==> config.mk <==
export PLATFORM = sky130hd
export DESIGN_NAME = fifo_queue_with_key_search_remove_unit
export DESIGN_NICKNAME = d
export VERILOG_FILES = /design/src/fqsr_pkg.sv /design/src/fqsr_mem.sv /design/src/fqsr_ctrl.sv /design/src/fifo_queue_with_key_search_remove_unit.sv
export SDC_FILE = /design/constraint.sdc
export NUM_CORES = 1
export LEC_CHECK = 0
export BUFFER_PORTS_ARGS = -buffer_cell sky130_fd_sc_hd__buf_2
export CELL_PAD_IN_SITES_DETAIL_PLACEMENT = 1
export CELL_PAD_IN_SITES_GLOBAL_PLACEMENT = 1
export CORE_ASPECT_RATIO = 1.2
export CORE_MARGIN = 2
export CORE_UTILIZATION = 58
export DETAILED_ROUTE_END_ITERATION = 8
export HOLD_SLACK_MARGIN = 0.03
export PLACE_DENSITY_LB_ADDON = 0.1
export SLEW_MARGIN = 10
export SYNTH_ARGS = -nofsm -noshare
export SYNTH_HDL_FRONTEND = slang
export SYNTH_SLANG_ARGS = --single-unit
==> constraint.sdc <==
create_clock -name clk_i -period 8.3 [get_ports clk_i]
set_clock_uncertainty 0.2 [all_clocks]
set_input_delay 1.245 -clock clk_i [delete_from_list [all_inputs] [get_ports clk_i]]
set_output_delay 1.245 -clock clk_i [all_outputs]
set_load 0.03 [all_outputs]
==> src/fqsr_pkg.sv <==
package fqsr_pkg;

  // Default sizes of the entry store
  localparam int DEPTH_DEF       = 16;
  localparam int ID_BITS_DEF     = 16;
  localparam int HANDLE_BITS_DEF = 16;

  // Fixed widths of the port fields
  localparam int OP_W    = 3;
  localparam int FIELD_W = 16;
  localparam int COUNT_W = 5;

  typedef enum logic [OP_W-1:0] {
    OP_PUSH   = 3'd0,
    OP_POP    = 3'd1,
    OP_PEEK   = 3'd2,
    OP_FIND   = 3'd3,
    OP_REMOVE = 3'd4
  } fqsr_op_e;

  // One result transfer as it leaves the sequencer
  typedef struct packed {
    logic               hit;
    logic [FIELD_W-1:0] id;
    logic [FIELD_W-1:0] handle;
    logic               empty;
    logic [COUNT_W-1:0] count;
    logic               overflow;
  } fqsr_res_t;

endpackage

==> src/fqsr_mem.sv <==
module fqsr_mem #(
  parameter int DEPTH = 16,
  parameter int AW    = 4,
  parameter int DW    = 32
) (
  input  logic          clk_i,
  input  logic          we_i,
  input  logic [AW-1:0] waddr_i,
  input  logic [DW-1:0] wdata_i,
  input  logic          re_i,
  input  logic [AW-1:0] raddr_i,
  output logic [DW-1:0] rdata_o
);

  logic [DW-1:0] mem_q [DEPTH];
  logic [DW-1:0] rdata_q;

  // Write port
  always_ff @(posedge clk_i) begin
    if (we_i) begin
      mem_q[waddr_i] <= wdata_i;
    end
  end

  // Registered read port
  always_ff @(posedge clk_i) begin
    if (re_i) begin
      rdata_q <= mem_q[raddr_i];
    end
  end

  assign rdata_o = rdata_q;

endmodule

==> src/fqsr_ctrl.sv <==
module fqsr_ctrl #(
  parameter int DEPTH       = 16,
  parameter int ID_BITS     = 16,
  parameter int HANDLE_BITS = 16,
  parameter int AW          = 4,
  parameter int DW          = 32
) (
  input  logic                      clk_i,
  input  logic                      rst_ni,
  input  logic                      start,
  output logic                      busy,
  input  logic [fqsr_pkg::OP_W-1:0]    opcode_i,
  input  logic [fqsr_pkg::FIELD_W-1:0] proc_id_i,
  input  logic [fqsr_pkg::FIELD_W-1:0] proc_handle_i,
  output logic                      mem_we_o,
  output logic [AW-1:0]             mem_waddr_o,
  output logic [DW-1:0]             mem_wdata_o,
  output logic                      mem_re_o,
  output logic [AW-1:0]             mem_raddr_o,
  input  logic [DW-1:0]             mem_rdata_i,
  output logic                      done_o,
  output fqsr_pkg::fqsr_res_t       res_o
);

  import fqsr_pkg::*;

  localparam int CW = $clog2(DEPTH + 1);
  localparam logic [CW:0]   DEPTH_W = (CW + 1)'(DEPTH);
  localparam logic [CW-1:0] FULL_C  = CW'(DEPTH);
  localparam logic [CW-1:0] ONE_C   = CW'(1);

  typedef enum logic [1:0] {
    S_IDLE,
    S_SCAN,
    S_SHIFT
  } state_e;

  state_e                 state_q;
  logic [OP_W-1:0]        op_q;
  logic [ID_BITS-1:0]     key_q;
  logic [AW-1:0]          head_q;
  logic [CW-1:0]          count_q;
  logic [CW-1:0]          rd_idx_q;
  logic [CW-1:0]          cmp_idx_q;
  logic                   rv_q;
  logic [ID_BITS-1:0]     found_id_q;
  logic [HANDLE_BITS-1:0] found_handle_q;
  logic                   done_q;
  fqsr_res_t              res_q;

  logic [ID_BITS-1:0]     rd_id;
  logic [HANDLE_BITS-1:0] rd_handle;
  logic                   match;
  logic                   full;

  // Map a queue position onto a physical slot of the ring
  function automatic logic [AW-1:0] phys(input logic [AW-1:0] base,
                                         input logic [CW-1:0] ofs);
    logic [CW:0] sum;
    sum = (CW + 1)'(base) + (CW + 1)'(ofs);
    if (sum >= DEPTH_W) begin
      sum = sum - DEPTH_W;
    end
    return sum[AW-1:0];
  endfunction

  // Pack one result transfer
  function automatic fqsr_res_t make_res(input logic                   hit,
                                         input logic [ID_BITS-1:0]     id,
                                         input logic [HANDLE_BITS-1:0] handle,
                                         input logic [CW-1:0]          cnt,
                                         input logic                   ovf);
    fqsr_res_t r;
    r.hit      = hit;
    r.id       = FIELD_W'(id);
    r.handle   = FIELD_W'(handle);
    r.empty    = (cnt == '0);
    r.count    = COUNT_W'(cnt);
    r.overflow = ovf;
    return r;
  endfunction

  assign rd_id     = mem_rdata_i[DW-1:HANDLE_BITS];
  assign rd_handle = mem_rdata_i[HANDLE_BITS-1:0];
  assign full      = (count_q == FULL_C);
  assign busy      = (state_q != S_IDLE);

  // Pop and peek take the first entry read; find and remove compare the key
  assign match = rv_q && (state_q == S_SCAN) &&
                 ((op_q == OP_POP) || (op_q == OP_PEEK) || (rd_id == key_q));

  // Memory port control
  always_comb begin
    mem_re_o    = ((state_q == S_SCAN) || (state_q == S_SHIFT)) && (rd_idx_q < count_q);
    mem_raddr_o = phys(head_q, rd_idx_q);
    mem_we_o    = 1'b0;
    mem_waddr_o = phys(head_q, count_q);
    mem_wdata_o = {ID_BITS'(proc_id_i), HANDLE_BITS'(proc_handle_i)};
    if (state_q == S_IDLE) begin
      // append at the tail
      mem_we_o = start && (opcode_i == OP_PUSH) && !full;
    end else if (state_q == S_SHIFT) begin
      // move the younger entry one place down
      mem_we_o    = rv_q;
      mem_waddr_o = phys(head_q, cmp_idx_q - ONE_C);
      mem_wdata_o = mem_rdata_i;
    end
  end

  // Sequencer and result register
  always_ff @(posedge clk_i or negedge rst_ni) begin
    if (!rst_ni) begin
      state_q        <= S_IDLE;
      op_q           <= '0;
      key_q          <= '0;
      head_q         <= '0;
      count_q        <= '0;
      rd_idx_q       <= '0;
      cmp_idx_q      <= '0;
      rv_q           <= 1'b0;
      found_id_q     <= '0;
      found_handle_q <= '0;
      done_q         <= 1'b0;
      res_q          <= '0;
    end else begin
      done_q <= 1'b0;
      case (state_q)
        S_IDLE: begin
          if (start) begin
            op_q     <= opcode_i;
            key_q    <= ID_BITS'(proc_id_i);
            rd_idx_q <= '0;
            rv_q     <= 1'b0;
            case (opcode_i)
              OP_PUSH: begin
                done_q <= 1'b1;
                if (full) begin
                  // drop the entry
                  res_q <= make_res(1'b0, '0, '0, count_q, 1'b1);
                end else begin
                  count_q <= count_q + ONE_C;
                  res_q   <= make_res(1'b0, '0, '0, count_q + ONE_C, 1'b0);
                end
              end
              OP_POP, OP_PEEK, OP_FIND, OP_REMOVE: begin
                if (count_q == '0) begin
                  done_q <= 1'b1;
                  res_q  <= make_res(1'b0, '0, '0, count_q, 1'b0);
                end else begin
                  state_q <= S_SCAN;
                end
              end
              default: begin
                done_q <= 1'b1;
                res_q  <= make_res(1'b0, '0, '0, count_q, 1'b0);
              end
            endcase
          end
        end

        S_SCAN: begin
          // stream reads, compare one entry per cycle
          rv_q      <= mem_re_o;
          cmp_idx_q <= rd_idx_q;
          if (mem_re_o) begin
            rd_idx_q <= rd_idx_q + ONE_C;
          end
          if (match) begin
            found_id_q     <= rd_id;
            found_handle_q <= rd_handle;
            rv_q           <= 1'b0;
            if ((op_q == OP_PEEK) || (op_q == OP_FIND)) begin
              done_q  <= 1'b1;
              res_q   <= make_res(1'b1, rd_id, rd_handle, count_q, 1'b0);
              state_q <= S_IDLE;
            end else if (cmp_idx_q == '0) begin
              // oldest entry leaves: advance the head
              head_q  <= phys(head_q, ONE_C);
              count_q <= count_q - ONE_C;
              done_q  <= 1'b1;
              res_q   <= make_res(1'b1, rd_id, rd_handle, count_q - ONE_C, 1'b0);
              state_q <= S_IDLE;
            end else begin
              rd_idx_q <= cmp_idx_q + ONE_C;
              state_q  <= S_SHIFT;
            end
          end else if (rv_q && (rd_idx_q == count_q)) begin
            // last entry compared without a match
            done_q  <= 1'b1;
            res_q   <= make_res(1'b0, '0, '0, count_q, 1'b0);
            state_q <= S_IDLE;
          end
        end

        S_SHIFT: begin
          // close the gap: read one ahead, write one behind
          rv_q      <= mem_re_o;
          cmp_idx_q <= rd_idx_q;
          if (mem_re_o) begin
            rd_idx_q <= rd_idx_q + ONE_C;
          end
          if (!mem_re_o && !rv_q) begin
            count_q <= count_q - ONE_C;
            done_q  <= 1'b1;
            res_q   <= make_res(1'b1, found_id_q, found_handle_q, count_q - ONE_C, 1'b0);
            state_q <= S_IDLE;
          end
        end

        default: begin
          state_q <= S_IDLE;
        end
      endcase
    end
  end

  assign done_o = done_q;
  assign res_o  = res_q;

endmodule

==> src/fifo_queue_with_key_search_remove_unit.sv <==
// Push, unused opcodes and any operation on an empty queue give their result in
// the cycle after the start transfer. Pop and peek return the oldest entry, find
// scans the entries for the key, and remove also closes the gap it leaves behind.
// Throughput: one operation at a time; busy holds the next start off until the
// result, and a scan reads one entry per cycle on the single memory read port.
// Reset clears count and head pointer, not the entries; results cannot be stalled.
module fifo_queue_with_key_search_remove_unit #(
  parameter int DEPTH       = fqsr_pkg::DEPTH_DEF,
  parameter int ID_BITS     = fqsr_pkg::ID_BITS_DEF,
  parameter int HANDLE_BITS = fqsr_pkg::HANDLE_BITS_DEF
) (
  input  logic                         clk_i,
  input  logic                         rst_ni,
  input  logic                         start,
  output logic                         busy,
  input  logic [fqsr_pkg::OP_W-1:0]    opcode_i,
  input  logic [fqsr_pkg::FIELD_W-1:0] proc_id_i,
  input  logic [fqsr_pkg::FIELD_W-1:0] proc_handle_i,
  output logic                         done_o,
  output logic                         hit_o,
  output logic [fqsr_pkg::FIELD_W-1:0] out_id_o,
  output logic [fqsr_pkg::FIELD_W-1:0] out_handle_o,
  output logic                         now_empty_o,
  output logic [fqsr_pkg::COUNT_W-1:0] entry_count_o,
  output logic                         overflow_o
);

  import fqsr_pkg::*;

  localparam int AW = $clog2(DEPTH);
  localparam int DW = ID_BITS + HANDLE_BITS;

  logic          mem_we;
  logic [AW-1:0] mem_waddr;
  logic [DW-1:0] mem_wdata;
  logic          mem_re;
  logic [AW-1:0] mem_raddr;
  logic [DW-1:0] mem_rdata;
  fqsr_res_t     res;

  // Entry store
  fqsr_mem #(
    .DEPTH (DEPTH),
    .AW    (AW),
    .DW    (DW)
  ) u_mem (
    .clk_i   (clk_i),
    .we_i    (mem_we),
    .waddr_i (mem_waddr),
    .wdata_i (mem_wdata),
    .re_i    (mem_re),
    .raddr_i (mem_raddr),
    .rdata_o (mem_rdata)
  );

  // Operation sequencer
  fqsr_ctrl #(
    .DEPTH       (DEPTH),
    .ID_BITS     (ID_BITS),
    .HANDLE_BITS (HANDLE_BITS),
    .AW          (AW),
    .DW          (DW)
  ) u_ctrl (
    .clk_i         (clk_i),
    .rst_ni        (rst_ni),
    .start         (start),
    .busy          (busy),
    .opcode_i      (opcode_i),
    .proc_id_i     (proc_id_i),
    .proc_handle_i (proc_handle_i),
    .mem_we_o      (mem_we),
    .mem_waddr_o   (mem_waddr),
    .mem_wdata_o   (mem_wdata),
    .mem_re_o      (mem_re),
    .mem_raddr_o   (mem_raddr),
    .mem_rdata_i   (mem_rdata),
    .done_o        (done_o),
    .res_o         (res)
  );

  // Drive the result fields
  assign hit_o         = res.hit;
  assign out_id_o      = res.id;
  assign out_handle_o  = res.handle;
  assign now_empty_o   = res.empty;
  assign entry_count_o = res.count;
  assign overflow_o    = res.overflow;

  // A transfer either finishes next cycle or keeps the unit busy
  assert property (@(posedge clk_i) disable iff (!rst_ni)
    start && !busy |=> done_o || busy)
    else $error("accepted operation neither completed nor held busy");

  // Results only leave once the sequencer is back at rest
  assert property (@(posedge clk_i) disable iff (!rst_ni)
    done_o |-> !busy)
    else $error("result strobe while busy");

  // A miss returns zeroed entry fields
  assert property (@(posedge clk_i) disable iff (!rst_ni)
    done_o && !hit_o |-> (out_id_o == '0) && (out_handle_o == '0))
    else $error("miss with non-zero entry fields");

  // A dropped push never returns an entry
  assert property (@(posedge clk_i) disable iff (!rst_ni)
    done_o && overflow_o |-> !hit_o)
    else $error("overflow together with hit");

endmodule
After elaboration in Yosys (flattened, before gate mapping)
Memory sizes are Yosys's and may differ from the RTL's. A register that Yosys moved wholly into a read port is not among the register bits.
Cells that the tools add are included.
Word-level totals
  word-level logic and storage cells: 149
  RAM bits: 512
  memories kept: 1
  input bits: 38
  flip-flop bits (word level): 114
  output and inout bits: 42
Cells by class
  add/sub/neg operators: 13
  multiplexer cells: 57
  magnitude comparators: 5
  bitwise gates (word level): 1
  reduce and logical (&&, ||, !) cells: 31
  equality and inequality tests: 24
Memories
  u_mem.mem_q: depth 16, bits a word 32, rd ports 1, clocked after memory_dff 1, wr ports 1, RTL line fqsr_mem.sv:15  | logic [DW-1:0] mem_q [DEPTH];
Operator list (count)
  2-to-1 mux 40 bit: 7
  one-hot mux 40 bit (3 select lines): 1
  one-hot mux 40 bit (2 select lines): 1
  2-to-1 mux 32 bit: 2
  2-to-1 mux 5 bit: 12
  one-hot mux 5 bit (3 select lines): 2
  2-to-1 mux 4 bit: 6
  logical NOT 5 bit: 4
  adder 4 x 5 -> 6 bit: 3
  >= comparator 6 x 5 -> 1 bit (second input constant): 3
  == test 16 bit: 1
  2-to-1 mux 2 bit: 8
  != test 2 bit (second input constant): 8
  subtractor 4 x 1 -> 4 bit (second input constant): 4
  adder 5 x 1 -> 5 bit (second input constant): 3
  2-to-1 mux 1 bit: 14
  == test 3 x 2 -> 1 bit (second input constant): 4
  subtractor 5 x 1 -> 5 bit (second input constant): 2
  AND reduction 8 bit: 1
  logical AND 1 bit: 7
  2-to-1 mux 7 bit: 1
  == test 3 x 1 -> 1 bit (second input constant): 2
  one-hot mux 1 bit (3 select lines): 2
  one-hot mux 2 bit (3 select lines): 1
  25 further kinds: 32

Depth between registers and ports, before layout
Gate-level depths: netlist of the first run.
  depth in word-level cells: 8
  mapped depth: 12
  gate-level depth less buffers: 10

Modules after synthesis
Synthesis of the first run repeated with hierarchy kept, for this count alone.
Second synthesis, totals
  cell total of the unflattened synthesis: 1448
  area, all modules: 27053.4 um^2
Modules (own cells, without submodules)
  fqsr_mem: instances 1, sequential area each 16335.7 um^2, cells each 838, area each 20174.3 um^2
  fqsr_ctrl: instances 1, sequential area each 2852.7 um^2, cells each 610, area each 6879.1 um^2

Least setup slack after synthesis of the first run
Ideal clock, no wire load.
  path kind: input -> register
  start: input port opcode_i[1] (netlist name)
  end: memory u_mem.mem_q[0][0] (enable)
  data required time: 7679 ps
  arrival time: 3776 ps
  buffers on the path: 0
  path slack: 3903 ps
  setup time: 421 ps
  cell stages on the path: 5
  path through: nor3_1 nand2_1 o32ai_1 nand2_1 nor2_1
On the way
  cells in the longest elaborated chain, start to end: 6
RTL lines
  start: declaration: RTL line fifo_queue_with_key_search_remove_unit.sv:16  | input logic [fqsr_pkg::OP_W-1:0] opcode_i,
  logical NOT 3 bit: RTL line fqsr_ctrl.sv:101  | mem_we_o = start && (opcode_i == OP_PUSH) && !full;
  logical AND 1 bit (2 in a row): RTL line fqsr_ctrl.sv:101
  2-to-1 mux 1 bit: RTL line fqsr_ctrl.sv:99  | if (state_q == S_IDLE) begin
  2-to-1 mux 1 bit: RTL line fqsr_mem.sv:20  | if (we_i) begin
  2-to-1 mux 1 bit (not written as such): RTL line fqsr_mem.sv:21  | mem_q[waddr_i] <= wdata_i;
  end: declaration: RTL line fqsr_mem.sv:15
No other way between the ends.

Worst setup path after layout of the first run
  start: register u_ctrl.head_q[0]
  end: register u_mem.rdata_q[7], in the netlist u_mem.rdata_o[7] (read register of u_mem.mem_q) (data pin)
On the way
  cells in the longest elaborated chain, start to end: 3
  elaborated cells on any way between the ends: 4
  those cells by class: 2 x add/sub; 1 x order compare; 1 x mux
RTL lines
  start: declaration: RTL line fqsr_ctrl.sv:41  | logic [AW-1:0] head_q;
  start signal: assignment: RTL line fqsr_ctrl.sv:178  | head_q <= phys(head_q, ONE_C);
  adder 4 x 5 -> 6 bit *: RTL line fqsr_ctrl.sv:60  | sum = (CW + 1)'(base) + (CW + 1)'(ofs);
  >= comparator 6 x 5 -> 1 bit / subtractor 4 x 1 -> 4 bit (equally long branches): RTL line fqsr_ctrl.sv:61, fqsr_ctrl.sv:62
  2-to-1 mux 4 bit *: RTL line fqsr_ctrl.sv:61  | if (sum >= DEPTH_W) begin
  end: declaration: RTL line fqsr_mem.sv:16  | logic [DW-1:0] rdata_q;
Mark *: on every way between the ends. The rest lies on a longest branch, timed or not.
A chain may end at the register's enable or synchronous reset.

==> results of run 1 <==
## cell type report
class                           instances  area (um2)
Sequential cell                       658       19200
Fill cell                            3980       15600
Multi-Input combinational cell        831        7630
Clock buffer                           89        1830
Tap cell                              616         771
Timing Repair Buffer                  106         667
Clock inverter                         30         317
Inverter                               23        86.3
## metrics by stage
step                      power (mW)  cells
after floorplan                 5.74   1598
after global placement          6.28   2229
after detailed placement        6.37   2229
after CTS                       9.35   2348
after global routing            9.65   2353
final                           9.28   2353
## flip-flops by register name, summed over array words and instances, names as in the netlist
signal and cells:
u_mem.mem_q 512, u_ctrl.res_o 40, u_mem.rdata_o 32, u_ctrl.found_handle_q 16, u_ctrl.found_id_q 16, u_ctrl.key_q 16, u_ctrl.cmp_idx_q 5, u_ctrl.count_q 5
u_ctrl.rd_idx_q 5, u_ctrl.head_q 4, u_ctrl.op_q 3, u_ctrl.state_q 2, u_ctrl.done_o 1, u_ctrl.rv_q 1
## routing by layer
layer	track usage, %	vias up	part of all wire (%)	wire [um]
met2	48.5	500	52	34300
met4	11.5	2	3.0	2010
met5	0	-	0.014	9
met3	4.60	132	5.1	3420
met1	36.8	7914	40	26800
li1	-	6389	-	-
## synth_stat cells, types with 17 or more instances
cell and n:
clkbuf_1 48, dfrtp_1 114, o21ai_0 30, and2_1 30
ha_1 28, a211oi_1 35, inv_1 21, o21ai_1 21
edfxtp_1 544, mux2_2 55, nand2_1 231, xor2_1 25
a22oi_1 35, xnor2_1 22, nor2_1 36, a31oi_1 32
mux4_2 128, a21oi_1 17, buf_2 21
## power by group
part           switching, mW  total, mW  internal [mW]
clock                   1.24       2.98           1.74
sequential             0.237       4.12           3.88
combinational           1.23       2.18          0.955
## kinds of logic after synthesis
family	share of synthesized area, %
adders and majority gates	1.52
DFF	70.9
AOI/OAI and AO/OA	5.56
buffers and inverters	1.75
muxes	13.1
xor gates and xnor gates	1.52
and+or+nand+nor	5.66
## worst min path at each step
stage / start / to / slack [ns] / cells past startpoint
2_1_floorplan: u_ctrl.found_id_q[2] / u_ctrl.found_id_q[2] / 0.28 / 1
5_1_grt: u_ctrl.res_o[0] / u_ctrl.res_o[0] / 0.31 / 2
4_1_cts: u_ctrl.res_o[28] / u_ctrl.res_o[28] / 0.28 / 2
3_3_place_gp: u_ctrl.res_o[28] / u_ctrl.res_o[28] / 0.26 / 2
3_5_place_dp: u_ctrl.res_o[28] / u_ctrl.res_o[28] / 0.27 / 2
6_report: u_ctrl.res_o[28] / u_ctrl.res_o[28] / 0.28 / 2
## critical path: stages, from the launching register on
cell and delay (ns):
dfrtp_1 0.49, ha_4 0.18, inv_1 0.05, fa_4 1.52, buf_4 0.85, mux4_2 0.43
and2_1 0.18, a211oi_1 0.28, a31oi_1 0.10
## placed cells by master, fill, tap and decap left out, types with 5 or more instances in the layout
cell type / synthesis / routed
clkinv_1: 2 / 10
nand4_1: 9 / 9
inv_1: 21 / 21
buf_2: 21 / 78
nand2_1: 231 / 230
o21ai_0: 30 / 30
o31ai_1: 5 / 5
nor2_1: 36 / 17
a22oi_1: 35 / 35
xnor2_1: 22 / 20
edfxtp_1: 544 / 544
a21oi_1: 17 / 17
clkbuf_16: 0 / 68
buf_4: 3 / 22
clkinv_2: 0 / 10
dfrtp_1: 114 / 114
xor2_1: 25 / 24
clkbuf_8: 0 / 5
mux2_2: 55 / 55
bufinv_16: 0 / 6
mux4_2: 128 / 128
clkbuf_1: 48 / 16
a31oi_1: 32 / 32
a21o_1: 7 / 7
nor2_4: 0 / 20
o21a_1: 8 / 8
and2_1: 30 / 30
buf_12: 0 / 5
a211oi_1: 35 / 35
o21ai_1: 21 / 21
nor3_1: 8 / 8
ha_1: 28 / 27
==> results_dict.tcl, run 1 <==
set metrics [dict create \
    outcome "completed" \
    preCtsSetupSlack_ns 3.56 \
    nNetsFinal 1755 \
    dieArea_um2 48400 \
    synth_edf_count 544 \
    clkTransAtPathRegs_ns 0.07 \
    worst-r2r-cell-count 8 \
    routabilityCongestion 0.861 \
    vias 14900 \
    synth-seq-area-share_pct 70.9 \
    critPathCaptureType "register" \
    synthArstFlopShare_pct 17.3 \
    fin_util_pct 66.2 \
    syn-num-nets 1667 \
    dpl.hpwl_mm 37.8 \
    fin_crit_sh_pct 55.9 \
    dieWidth_um 201 \
    synth.area.top_cells "edfxtp_1 (60%), mux4_2 (11%), dfrtp_1 (11%)" \
    die_y_um 241 \
    syn-cell-area_um2 27100 \
    whs_ns 0.277 \
    power-per-cell-area_nw_per_um2 304 \
    critPathMaxFanout 71 \
    synth-seq-cells 658 \
    criticalPathCategory "reg -> reg" \
    htreeDepth 3 \
    final.min_clock_period_ns 4.64 \
    cp_data_arrival_time_ns 4.73 \
    slew_headroom_pct 15.1 \
    finalWorstSetupSlack_ns 3.66 \
    totalWireLength_mm 66.5 \
    max_cap_violations 0 \
    yosysTopAreaCell "edfxtp_1" \
    drtIter0Drc 1394 \
    clock_path_buffers 3 \
    insertedDiodeCount 0 \
    dpl_cell_area_um2 28200 \
    area_growth_pct 12.6 \
    grt_max_degree 80 \
    grtUsageTotal_pct 28.3 \
    cts_tree "done" \
    hold_path_class "reg -> reg" \
    grt_pass1_wl_mm 101 \
    finalHoldViolations 0 \
    via_per_inst 6.35 \
    syn_area_per_cell_um2 16.9 \
    clkSinkCount 658 \
    hold_buffers 0 \
    cts_setup_buffers 0 \
    r2r_end "u_mem.rdata_o[7]" \
    yosysTopAreaCellShare_pct 60.3 \
    wl_per_cell_um 28.3 \
    cts_resized 0 \
    synth_cells 1598 \
    critPathLaunchType "register" \
    drc_errors 0 \
    num_rows 86 \
    clock_latency_ns 0.59 \
    critPathRequiredTime_ns 8.39 \
    firstDrtPassIters 5 \
    cp-startpoint "u_ctrl.head_q[0]" \
    grt_pass1_vias 16300 \
    setup-tns-final_ns 0 \
    gr-total-overflow 0 \
    start_util_pct 58.8 \
    yosys.cell_types.count 68 \
    r2r-start "u_ctrl.head_q[0]" \
    drive_gt1_share_pct 24.5 \
    rsz0062_at_grt "no" \
    tightestPinTransition_ns 1.27 \
    postRouteAntennaNets 0 \
    fmax_mhz 216 \
    yosys_warnings 0 \
    finalMaxSlewViolations 0 \
    antenna_found_initial 1 \
    r2r_setup_slack_ns 3.66 \
    io_buffers 79 \
    cts_root_buffer "clkbuf_16" \
    setup_viol_count_final 0 \
    cts_made_buffers 66 \
    core_um2 46100 \
    final_area_um2 30500 \
    endpoint "u_mem.rdata_o[7]" \
    synthFlopType "edfxtp_1" \
    num_io_pins 80 \
    leakage_nw 10.7 \
    vdd.ir_drop.worst_mv 0.204 \
]
(Power assumes the default switching activity.)
==> inputs of run 2 (changes only) <==
--- a/config.mk
+++ b/config.mk
@@ -10,7 +10,7 @@
 export CELL_PAD_IN_SITES_GLOBAL_PLACEMENT = 1
 export CORE_ASPECT_RATIO = 1.2
 export CORE_MARGIN = 2
-export CORE_UTILIZATION = 58
+export CORE_UTILIZATION = 54
 export DETAILED_ROUTE_END_ITERATION = 8
 export HOLD_SLACK_MARGIN = 0.03
 export PLACE_DENSITY_LB_ADDON = 0.1
==> constraint.sdc (replaced) <==
create_clock -name clk_i -period 4.3 [get_ports clk_i]
set_clock_uncertainty 0.2 [all_clocks]
set_input_delay 0.645 -clock clk_i [delete_from_list [all_inputs] [get_ports clk_i]]
set_output_delay 0.645 -clock clk_i [all_outputs]
set_load 0.03 [all_outputs]
==> run 2 against run 1 <==
Net effect:
- worst setup slack worse by 3.2 ns
- first-iteration DRC count up 2.5%
- cell count up 2.5%
- largest power group unchanged
- die area up 7.3%
- routed wire length up 3.5%
- register-to-register slack worse by 3.2 ns
==> results_dict.tcl, run 2 (synthesis gave the netlist of run 1 again) <==
set metrics [dict create \
    dieArea_um2 52000 \
    gr-total-overflow 0 \
    finalMaxSlewViolations 0 \
    hold_path_class "in -> reg" \
    totalWireLength_mm 68.9 \
    vdd.ir_drop.worst_mv 0.475 \
    drc_errors 0 \
    largest_reg_flops 512 \
    die_y_um 249 \
    start_util_pct 54.9 \
    crit_family "buffers and inverters" \
    grt_pass1_wl_mm 105 \
    critPathCaptureType "register" \
    critPathLaunchType "register" \
    cts_made_buffers 61 \
    layout_common_cells "edfxtp_1 (544), nand2_1 (230), mux4_2 (128)" \
    drtIter0Drc 1429 \
    critPathRequiredTime_ns 4.36 \
    drive_gt1_share_pct 25.8 \
    fillCellCount 4350 \
    core_um2 49300 \
    regMostFlops "u_mem.mem_q" \
    routabilityCongestion 0.824 \
    dieWidth_um 208 \
    critPathMaxFanout 33 \
    grt_max_degree 80 \
    cts_root_buffer "clkbuf_16" \
    leakage_nw 10.8 \
    nNetsFinal 1795 \
    wl_per_cell_um 28.5 \
    max_cap_violations 0 \
    crit_path_top_delay_cell "buf_4" \
    vias 15100 \
    grt_pass1_vias 16500 \
    area_growth_pct 13.4 \
    final_common_cell "edfxtp_1" \
    dpl.hpwl_mm 42.0 \
    firstDrtPassIters 5 \
    clock_latency_ns 0.63 \
    slew_headroom_pct 30.0 \
    preCtsSetupSlack_ns 0.526 \
    setup-tns-final_ns 0 \
    cpPeakStageDelay_ns 0.48 \
    final.min_clock_period_ns 3.85 \
    grtUsageTotal_pct 27.3 \
    rsz0062_at_grt "no" \
    num_rows 89 \
    power-per-cell-area_nw_per_um2 574 \
    insertedDiodeCount 0 \
    num_io_pins 80 \
    clkTransAtPathRegs_ns 0.06 \
    crit_chain "inv_1 -> ha_1 -> clkinv_1 -> nor2_4 -> buf_4 -> nand2_1 -> o32ai_1 -> nand2_1 -> nor2_4 -> buf_4" \
    clkSinkCount 658 \
    io_buffers 79 \
    cts_tree "done" \
    clock_path_buffers 3 \
    htreeDepth 2 \
    outcome "completed" \
    fmax_mhz 260 \
    postRouteAntennaNets 0 \
    tightestPinTransition_ns 1.05 \
    setup_viol_count_final 0 \
    via_per_inst 6.25 \
    cp_num_buf_inv 4 \
    finalWorstSetupSlack_ns 0.451 \
    cp_data_arrival_time_ns 3.91 \
    fin_crit_sh_pct 89.5 \
    finalHoldViolations 0 \
    antenna_found_initial 0 \
    criticalPathCategory "reg -> reg" \
]
run 2: cell count changes in the layout (fill, tap and decap cells not counted), sizes merged:
cell | before | now
clkbuf | 89 | 77
inv | 23 | 21
buf | 106 | 150
clkinvlp | 3 | 4
clkinv | 21 | 30
bufinv | 6 | 4
dlygate4sd3 | 0 | 1
run 2: routing by layer:
layer / routed length, um / vias to the layer above / global-route usage (%)
met5: 0 / - / 0
met4: 1930 / 0 / 8.14
met3: 4160 / 141 / 4.39
met2: 34400 / 524 / 45.3
met1: 28400 / 7922 / 37.5
li1: - / 6485 / -
run 2: where the power goes:
| part | leakage, nW | total (mW) | switching, mW | internal (mW) |
|---|---|---|---|---|
| sequential | 6.41 | 7.99 | 0.498 | 7.50 |
| combinational | 3.45 | 4.40 | 2.39 | 2.00 |
| clock | 0.932 | 5.25 | 2.34 | 2.91 |
| total | 10.8 | 17.6 | 5.23 | 12.4 |
run 2: worst register-to-register path: cells and delay by family, from the launching register on:
| family | cells | cell delay, ns |
|---|---|---|
| compound gates | 1 | 0.28 |
| fa+ha+maj | 1 | 0.43 |
| simple gates | 4 | 0.87 |
| buf+inv | 4 | 1.29 |
| flops | 1 | 0.41 |
run 2: what timing repair did:
action,in CTS,in global routing
hold endpoints to repair,58,0
hold buffers,1,0
buffers inserted,0,0
resized for setup,0,0
run 2: path summary, 6_finish.rpt:
path,from,endpoint,slack [ns],depth (start not counted)
max in group asynchronous,rst_ni,u_ctrl.rd_idx_q[4],2.54,3
worst min-delay path,proc_id_i[6],u_ctrl.key_q[6],0.07,2
worst max register to register,u_ctrl.state_q[0],u_mem.mem_q[4][31],0.45,10
worst min register to register,u_ctrl.res_o[36],u_ctrl.res_o[36],0.27,2
min in group asynchronous,rst_ni,u_ctrl.op_q[2],0.43,2
worst max-delay path,u_ctrl.state_q[0],u_mem.mem_q[4][31],0.45,10
run 2: stage by stage:
stage / utilization [%] / instances / area, um2 / power [mW] / hold slack, ns
3_3_place_gp: 58.3 / 2299 / 28800 / 12.4 / 0.257
3_5_place_dp: 58.3 / 2299 / 28800 / 12.5 / 0.268
4_1_cts: 62.3 / 2413 / 30700 / 17.8 / 0.0373
5_1_grt: 62.3 / 2413 / 30700 / 18.4 / 0.0571
6_report: 62.3 / 2413 / 30700 / 17.6 / 0.0748
2_1_floorplan: - / 1598 / 27100 / 11.1 / 0.149
run 2: area by class of cell:
type,instances,area [um2],area share [%]
clock inverter,36,297,0.965
inverter,23,86.3,0.281
timing repair buffer,151,1100,3.59
sequential,658,19200,62.5
multi-input combinational,831,7620,24.8
clock buffer,77,1630,5.30
tap,637,797,2.59
